===== src/rtl/core/twc_pkg.sv =====
package twc_pkg;

  localparam int MAX_UNITS_DEF = 255;
  localparam int FIFO_DEPTH    = 4;
  localparam int MAX_RESULTS   = 3;

  localparam logic [20:0] JOINER     = 21'h0200D;
  localparam logic [15:0] HIGH_FIRST = 16'hD800;
  localparam logic [15:0] HIGH_LAST  = 16'hDBFF;
  localparam logic [15:0] LOW_FIRST  = 16'hDC00;
  localparam logic [15:0] LOW_LAST   = 16'hDFFF;
  localparam logic [20:0] PLANE1     = 21'h10000;

  // One finished cluster as it leaves the block.
  typedef struct packed {
    logic        last;
    logic        final_cluster;
    logic [7:0]  units;
    logic [20:0] base;
    logic [1:0]  cell_width;
  } rec_t;

  // Results written to the queue by one item, slot 0 first.
  typedef struct packed {
    logic [1:0]       n;
    rec_t [2:0]       recs;
  } push_t;

  function automatic logic in_range(logic [20:0] c, logic [20:0] lo, logic [20:0] hi);
    return (c >= lo) && (c <= hi);
  endfunction

  function automatic logic is_mark(logic [20:0] c);
    return in_range(c, 21'h0300, 21'h036F) || in_range(c, 21'h0483, 21'h0489)
        || in_range(c, 21'h0591, 21'h05BD) || in_range(c, 21'h0610, 21'h061A)
        || in_range(c, 21'h064B, 21'h065F) || in_range(c, 21'h07A6, 21'h07B0)
        || in_range(c, 21'h0E31, 21'h0E3A) || in_range(c, 21'h0E47, 21'h0E4E)
        || in_range(c, 21'h1AB0, 21'h1AFF) || in_range(c, 21'h1DC0, 21'h1DFF)
        || in_range(c, 21'h20D0, 21'h20FF) || in_range(c, 21'hFE20, 21'hFE2F);
  endfunction

  function automatic logic is_invisible(logic [20:0] c);
    return (c == 21'h200B) || (c == 21'h200C) || (c == JOINER) || (c == 21'h2060)
        || (c == 21'hFEFF) || in_range(c, 21'hFE00, 21'hFE0F)
        || in_range(c, 21'h1F3FB, 21'h1F3FF) || in_range(c, 21'hE0100, 21'hE01EF);
  endfunction

  function automatic logic is_emoji(logic [20:0] c);
    return in_range(c, 21'h1F000, 21'h1FAFF);
  endfunction

  function automatic logic is_double(logic [20:0] c);
    return in_range(c, 21'h1100, 21'h115F) || in_range(c, 21'h2329, 21'h232A)
        || in_range(c, 21'h2E80, 21'hA4CF) || in_range(c, 21'hAC00, 21'hD7A3)
        || in_range(c, 21'hF900, 21'hFAFF) || in_range(c, 21'hFE10, 21'hFE19)
        || in_range(c, 21'hFE30, 21'hFE6F) || in_range(c, 21'hFF00, 21'hFF60)
        || in_range(c, 21'hFFE0, 21'hFFE6) || in_range(c, 21'h20000, 21'h3FFFD);
  endfunction

  function automatic logic [1:0] base_width(logic [20:0] c);
    logic [1:0] w;
    if (c == '0 || is_mark(c) || is_invisible(c)) begin
      w = 2'd0;
    end else if (c < 21'h20 || in_range(c, 21'h7F, 21'h9F)) begin
      w = 2'd0;
    end else if (in_range(c, 21'hE000, 21'hF8FF) || in_range(c, 21'hF0000, 21'hFFFFD)) begin
      w = 2'd1;
    end else if (in_range(c, 21'h2500, 21'h25FF)) begin
      w = 2'd1;
    end else if (c < 21'h1100) begin
      w = 2'd1;
    end else if (is_double(c) || is_emoji(c)) begin
      w = 2'd2;
    end else begin
      w = 2'd1;
    end
    return w;
  endfunction

endpackage


===== src/rtl/core/twc_core.sv =====
module twc_core import twc_pkg::*; #(
  parameter int MAX_UNITS = MAX_UNITS_DEF
) (
  input  logic        clk,
  input  logic        rst,
  input  logic        s_tvalid,
  output logic        s_tready,
  input  logic [15:0] s_tdata,
  input  logic        s_tlast,
  input  logic [2:0]  space,
  output push_t       push
);

  localparam int UW = $clog2(MAX_UNITS + 1);

  typedef struct packed {
    logic          open;
    logic [1:0]    width;
    logic [UW-1:0] units;
    logic [20:0]   base;
    logic          join_p;
  } clu_t;

  typedef struct packed {
    clu_t s;
    logic emit;
    rec_t rec;
  } step_t;

  function automatic logic [UW-1:0] sat_add(logic [UW-1:0] a, logic two);
    logic [UW:0] s;
    s = {1'b0, a} + (two ? (UW+1)'(2) : (UW+1)'(1));
    if (s > (UW+1)'(MAX_UNITS)) s = (UW+1)'(MAX_UNITS);
    return s[UW-1:0];
  endfunction

  // One code point against the open cluster: join it, or close and restart.
  function automatic step_t take(clu_t s, logic [20:0] c, logic two);
    step_t r;
    r      = '0;
    r.s    = s;
    if (s.open && s.join_p) begin
      r.s.units  = sat_add(s.units, two);
      if (s.width < 2'd2 && is_emoji(c)) r.s.width = 2'd2;
      r.s.join_p = 1'b0;
    end else if (s.open && c == JOINER) begin
      r.s.units  = sat_add(s.units, two);
      r.s.join_p = 1'b1;
    end else if (s.open && (is_invisible(c) || is_mark(c))) begin
      r.s.units  = sat_add(s.units, two);
    end else begin
      if (s.open) begin
        r.emit           = 1'b1;
        r.rec.cell_width = s.width;
        r.rec.base       = s.base;
        r.rec.units      = 8'(s.units);
      end
      r.s.open   = 1'b1;
      r.s.base   = c;
      r.s.width  = base_width(c);
      r.s.units  = sat_add('0, two);
      r.s.join_p = 1'b0;
    end
    return r;
  endfunction

  logic        in_v;
  logic [15:0] in_unit;
  logic        in_eot;

  clu_t        clu, clu_next;
  logic        held_v, held_v_next;
  logic [15:0] held, held_next;

  logic [1:0]  raw_n;
  rec_t [2:0]  recs;
  logic        fire;

  always_comb begin
    step_t t;
    logic  unit_left;
    logic  is_high;
    logic  is_low;
    t           = '0;
    clu_next    = clu;
    held_v_next = held_v;
    held_next   = held;
    raw_n       = '0;
    recs        = '0;
    unit_left   = 1'b1;
    is_high     = (in_unit >= HIGH_FIRST) && (in_unit <= HIGH_LAST);
    is_low      = (in_unit >= LOW_FIRST) && (in_unit <= LOW_LAST);

    // Held high surrogate: pair it, or let it stand alone.
    if (held_v) begin
      held_v_next = 1'b0;
      if (is_low) begin
        t = take(clu_next, PLANE1 + 21'({held[9:0], in_unit[9:0]}), 1'b1);
        unit_left = 1'b0;
      end else begin
        t = take(clu_next, 21'(held), 1'b0);
      end
      clu_next = t.s;
      if (t.emit) begin
        recs[raw_n] = t.rec;
        raw_n       = raw_n + 2'd1;
      end
    end

    if (unit_left) begin
      if (is_high && !in_eot) begin
        held_next   = in_unit;
        held_v_next = 1'b1;
      end else begin
        t        = take(clu_next, 21'(in_unit), 1'b0);
        clu_next = t.s;
        if (t.emit) begin
          recs[raw_n] = t.rec;
          raw_n       = raw_n + 2'd1;
        end
      end
    end

    // End of text flushes the open cluster and returns to reset.
    if (in_eot) begin
      if (clu_next.open) begin
        recs[raw_n].cell_width    = clu_next.width;
        recs[raw_n].base          = clu_next.base;
        recs[raw_n].units         = 8'(clu_next.units);
        recs[raw_n].final_cluster = 1'b1;
        raw_n                     = raw_n + 2'd1;
      end
      clu_next    = '0;
      held_v_next = 1'b0;
      held_next   = '0;
    end

    if (raw_n != 2'd0) recs[raw_n - 2'd1].last = 1'b1;
  end

  assign fire      = in_v && ({1'b0, raw_n} <= space);
  assign s_tready  = !in_v || fire;
  assign push.n    = fire ? raw_n : 2'd0;
  assign push.recs = recs;

  always_ff @(posedge clk) begin
    if (rst) begin
      in_v   <= 1'b0;
      clu    <= '0;
      held_v <= 1'b0;
      held   <= '0;
    end else begin
      if (s_tready) in_v <= s_tvalid;
      if (fire) begin
        clu    <= clu_next;
        held_v <= held_v_next;
        held   <= held_next;
      end
    end
  end

  always_ff @(posedge clk) begin
    if (s_tready) begin
      in_unit <= s_tdata;
      in_eot  <= s_tlast;
    end
  end

endmodule


===== src/rtl/core/twc_fifo.sv =====
module twc_fifo import twc_pkg::*; (
  input  logic        clk,
  input  logic        rst,
  input  push_t       push,
  output logic [2:0]  space,
  output logic        m_tvalid,
  input  logic        m_tready,
  output logic [31:0] m_tdata,
  output logic        m_tuser,
  output logic        m_tlast
);

  localparam int PW = $clog2(FIFO_DEPTH);

  rec_t          mem [FIFO_DEPTH];
  logic [PW-1:0] wr_ptr, rd_ptr;
  logic [PW:0]   count;
  logic          pop;
  rec_t          head;

  assign pop      = m_tvalid && m_tready;
  assign m_tvalid = (count != '0);
  assign space    = 3'((PW+1)'(FIFO_DEPTH) - count);
  assign head     = mem[rd_ptr];
  assign m_tdata  = {1'b0, head.units, head.base, head.cell_width};
  assign m_tuser  = head.final_cluster;
  assign m_tlast  = head.last;

  always_ff @(posedge clk) begin
    if (rst) begin
      wr_ptr <= '0;
      rd_ptr <= '0;
      count  <= '0;
    end else begin
      wr_ptr <= wr_ptr + PW'(push.n);
      if (pop) rd_ptr <= rd_ptr + PW'(1);
      count  <= count + (PW+1)'(push.n) - (PW+1)'(pop);
    end
  end

  always_ff @(posedge clk) begin
    for (int i = 0; i < MAX_RESULTS; i++) begin
      if (2'(i) < push.n) mem[wr_ptr + PW'(i)] <= push.recs[i];
    end
  end

endmodule


===== src/rtl/core/terminal_cluster_width.sv =====
// Flow: an accepted beat is registered in the input stage and decoded there; its
//   results are written to the result queue, which offers them on m_tvalid.
// Throughput: one input beat per cycle while the result queue has room for the
//   results of the held beat; an item yields 0 to 3 result beats, one leaves per cycle while m_tready is high.
// Reset: synchronous, active-high rst empties the input stage and the queue and
//   clears surrogate, open-cluster and joiner state.
module terminal_cluster_width import twc_pkg::*; #(
  parameter int MAX_UNITS = MAX_UNITS_DEF   // unit count saturation point
) (
  input  logic        clk,
  input  logic        rst,
  input  logic        s_tvalid,
  output logic        s_tready,
  input  logic [15:0] s_tdata,   // code_unit
  input  logic        s_tlast,   // end_of_text
  output logic        m_tvalid,
  input  logic        m_tready,
  output logic [31:0] m_tdata,   // cell_width[1:0], base_code_point[22:2],
                                 // unit_count[30:23], zero pad [31]
  output logic        m_tuser,   // final_cluster
  output logic        m_tlast    // last_of_run
);

  // The core holds one input beat, decodes surrogates, and tracks the open
  // cluster. A beat can close up to three clusters (held lone high surrogate,
  // the current unit, end-of-text flush), so the core only retires a beat when
  // the queue has room for all of them. Ready depends on queue occupancy, never
  // on m_tready, so no combinational path runs between the two sides.
  push_t      push;
  logic [2:0] space;

  twc_core #(
    .MAX_UNITS (MAX_UNITS)
  ) u_core (
    .clk      (clk),
    .rst      (rst),
    .s_tvalid (s_tvalid),
    .s_tready (s_tready),
    .s_tdata  (s_tdata),
    .s_tlast  (s_tlast),
    .space    (space),
    .push     (push)
  );

  // Four-entry result queue, up to three writes per cycle, one read.
  twc_fifo u_fifo (
    .clk      (clk),
    .rst      (rst),
    .push     (push),
    .space    (space),
    .m_tvalid (m_tvalid),
    .m_tready (m_tready),
    .m_tdata  (m_tdata),
    .m_tuser  (m_tuser),
    .m_tlast  (m_tlast)
  );

endmodule


===== config.mk =====
export PLATFORM = sky130hd
export DESIGN_NAME = terminal_cluster_width
export DESIGN_NICKNAME = d
export VERILOG_FILES = /design/src/rtl/core/twc_pkg.sv /design/src/rtl/core/twc_core.sv /design/src/rtl/core/twc_fifo.sv /design/src/rtl/core/terminal_cluster_width.sv
export SDC_FILE = /design/constraint.sdc
export NUM_CORES = 1
export LEC_CHECK = 0
export ABC_CLOCK_PERIOD_IN_PS = 10300
export BUFFER_PORTS_ARGS = -buffer_cell sky130_fd_sc_hd__buf_2
export CORE_MARGIN = 5
export CORE_UTILIZATION = 24
export DETAILED_ROUTE_END_ITERATION = 6
export HOLD_SLACK_MARGIN = 0.15
export SYNTH_ARGS = -nofsm -noshare
export SYNTH_HDL_FRONTEND = slang
export SYNTH_SLANG_ARGS = --single-unit

===== constraint.sdc =====
create_clock -name clk -period 10.3 [get_ports clk]
set_input_delay 3.09 -clock clk [delete_from_list [all_inputs] [get_ports clk]]
set_output_delay 3.09 -clock clk [all_outputs]
set_load 0.01 [all_outputs]

==> flow_summary.yaml <==
power_and_ir_drop:
  p_total_mw: 3.17
  power_density_mw_per_mm2: 171
  p_seq_frac: 0.356
  pwr-share-clk: 0.274
  combPwrFrac: 0.371
  leakagePower_nw: 5.69
  intPower_mw: 1.96
  switchingPower_mw: 1.22
  p_sw_frac: 0.384
  peakVddDrop_mv: 0.159
sta:
  setup_tns_ns: 0
  clock.fmax_mhz: 102
  worst_slew_pin_slew_ns: 1.28
  hold_viol_final: 0
  slew_viol_final: 0
  slew_headroom: 0.142
  rsz0062_at_grt: "false"
  setup_viol: 0
  finalCriticalPeriod_ns: 9.79
  fin_crit_sh: 0.950
  skew_ns: 0.0304
logic_synthesis:
  synth_edf_count: 149
  syn_nets: 2013
  synth_ff_type: "edfxtp_1"
  ys_seq_area_frac: 0.340
  avgSynthCellArea_um2: 8.48
  syn_inst: 1966
  ys_seq_elements: 209
  yosysWarnings: 0
  ys_async_sr_fraction: 0
  syn-cell-area_mm2: 0.0167
  synth.distinct_cells: 102
run_status:
  outcome: "finished with violations"
  violations: "DRC"
route:
  drtPass1Iterations: 7
  avgViaCountPerCell: 6.02
  drt-initial-drc-count: 2183
  vias: 17234
  detail_route.wl_per_cell_um: 24.8
  drt-total-wl_um: 70900
  ant_nets: 0
  drc_errors: 2
final_layout:
  synthToLayoutAreaGrowth_pct: 11.4
  mostFrequentLayoutCells: "230 x nand2_1, 166 x nor2_1, 149 x edfxtp_1, 110 x a21oi_1, 90 x o221ai_1"
  nets: 1961
  layout-drive-gt1-share: 0.132
  final_common_cell: "nand2_1"
  antenna_cells: 0
  final_area_mm2: 0.0186
setup_path:
  crit_arrival_ns: 6.70
  critPathRequiredTime_ns: 7.21
  critical_path_class: "flop to output port"
  max_stage_delay_ns: 0.73
  endpoint_kind: "output port"
  crit_fanout: 31
  cpMostUsedCell: "nand2_1"
  cp_slowest_cell: "dfxtp_1"
  path_cells: "inv_1 > ha_1 > buf_4 > nand2b_1 > or3_1 > nand2_1 > a2bb2oi_1 > a2111o_1 > a2111o_1 > nor3_1 > or2_1 > buf_4 > nand2_1 > nand2_1 > ha_1 > mux2_2 > inv_1 > ha_1 > a21oi_1 > a21oi_1 > nand2_1 > inv_1 > nand2_1 > buf_2"
  critPathLaunchType: "flop"
floorplan:
  fp.dieH_um: 274
  rows: 96
  die-area_mm2: 0.0749
  die_w_um: 274
  start_util: 0.243
  io_pins: 57
  core_area_mm2: 0.0687
cts:
  cts.reportedPaths.clkPinSlew_ns: 0.06
  cts_tree: "yes"
  numCtsBuffers: 25
  clk_latency_ns: 0.56
  clock_path_buffers: 3
  h-tree-depth: 1
  postCtsSetupRepairBufs: 0
  hold_buffers: 0
  numClockSinks: 209
  root_buffer: "clkbuf_16"
  post_cts_resized: 0
place:
  portBuffers: 55
  gp_congestion: 0.966
  place_area_mm2: 0.0178
  dpl.hpwl_um: 51700
grt:
  grt_pass1_wl_um: 106000
  gr-usage-all-layers: 0.178
  grt_max_degree: 56
  antenna_found_initial: 0
  grt_pass1_vias: 16001
  grt_overflow: 0
min_path:
  hold_path_class: "flop to flop"
flow_run:
  drv_cap: 0
## power groups by stage
stage               registers (mW)  clock network, mW  logic (mW)
finish                        1.13              0.869        1.18
global route                  1.14              0.917        1.27
CTS                           1.12              0.878        1.17
detailed placement            1.14                  0        1.17
global placement              1.14                  0        1.16
floorplan                     1.08                  0       0.813
## logic make-up (layout without fill, tap and decap cells)
family,after synthesis,in the layout,synth area share
AOI/OAI and AO/OA,659,659,0.284
xor gates and xnor gates,16,16,0.00953
adders and majority gates,28,28,0.0212
buffers and inverters,230,197,0.0567
DFF,209,209,0.340
muxes,40,40,0.0491
other,1,1,0.000225
and+or+nand+nor,783,783,0.239
## through the flow
stage / cells / hold slack (ns) / util / setup WS, ns
floorplan: 1966 / 0.445 / - / 1.25
global placement: 2818 / 0.465 / 0.259 / 1.13
detailed placement: 2818 / 0.471 / 0.259 / 1.14
CTS: 2864 / 0.481 / 0.271 / 0.524
global route: 2864 / 0.527 / 0.271 / 0.0842
finish: 2864 / 0.488 / 0.271 / 0.512
## state kept, by name, summed over array words and instances, names as in the netlist, 2 cells and up, named ones only
| register | flops |
|---|---|
| u_core.clu | 33 |
| u_core.held | 16 |
| u_core.in_unit | 16 |
| u_fifo.count | 3 |
| u_fifo.mem | 132 |
| u_fifo.rd_ptr | 2 |
| u_fifo.wr_ptr | 2 |
## cells in the mapped netlist, types with 20 or more instances
cell type / count / area share
nor3_1: 39 / 0.012
nand3_1: 64 / 0.019
a22oi_1: 42 / 0.019
nor2b_1: 24 / 0.0090
o22ai_1: 33 / 0.012
dfxtp_1: 60 / 0.072
nor4_1: 32 / 0.012
inv_1: 39 / 0.0088
buf_2: 57 / 0.017
o21ai_1: 36 / 0.011
mux4_2: 33 / 0.045
nand4_1: 37 / 0.014
ha_1: 25 / 0.019
nor2_1: 168 / 0.038
or2_2: 23 / 0.0086
edfxtp_1: 149 / 0.27
clkbuf_1: 121 / 0.027
a21oi_1: 110 / 0.033
nand2_1: 230 / 0.052
o21ai_0: 88 / 0.026
nand2b_1: 24 / 0.0090
a31oi_1: 20 / 0.0075
o221ai_1: 90 / 0.047
## worst max-delay path: cells and delay by family, from the launching register on
kind / cells / cell delay, ns
compound gates: 5 / 1.21
fa+ha+maj: 3 / 0.89
buf+inv: 6 / 1.30
flops: 1 / 0.73
mux: 1 / 0.32
simple gates: 9 / 1.67
## path summary, 6_finish.rpt
path	from	end	slack (ns)	depth (start not counted)
worst max-delay path	u_core.held[7]	s_tready	0.51	24
worst min-delay path	u_core.clu[17]	u_core.clu[17]	0.49	2
worst max register to register	u_core.held[7]	u_fifo.mem[3][2]	1.74	28
worst min register to register	u_core.clu[17]	u_core.clu[17]	0.49	2
## final cells by class
type                            count  area [µm²]
Inverter                           41         154
Fill cell                        7481       50100
Clock buffer                       33         696
Tap cell                          931        1160
Clock inverter                     13         103
Timing Repair Buffer              110         688
Multi-Input combinational cell   1527       10100
Sequential cell                   209        5680
## routing by layer
metal	vias up	global-route usage	routed length, µm
li1	7601	-	-
met4	0	0.0486	2270
met3	141	0.0280	6630
met1	8384	0.251	30100
met5	-	0	0
met2	1108	0.285	31900
Power figures use the tool's default switching activity.
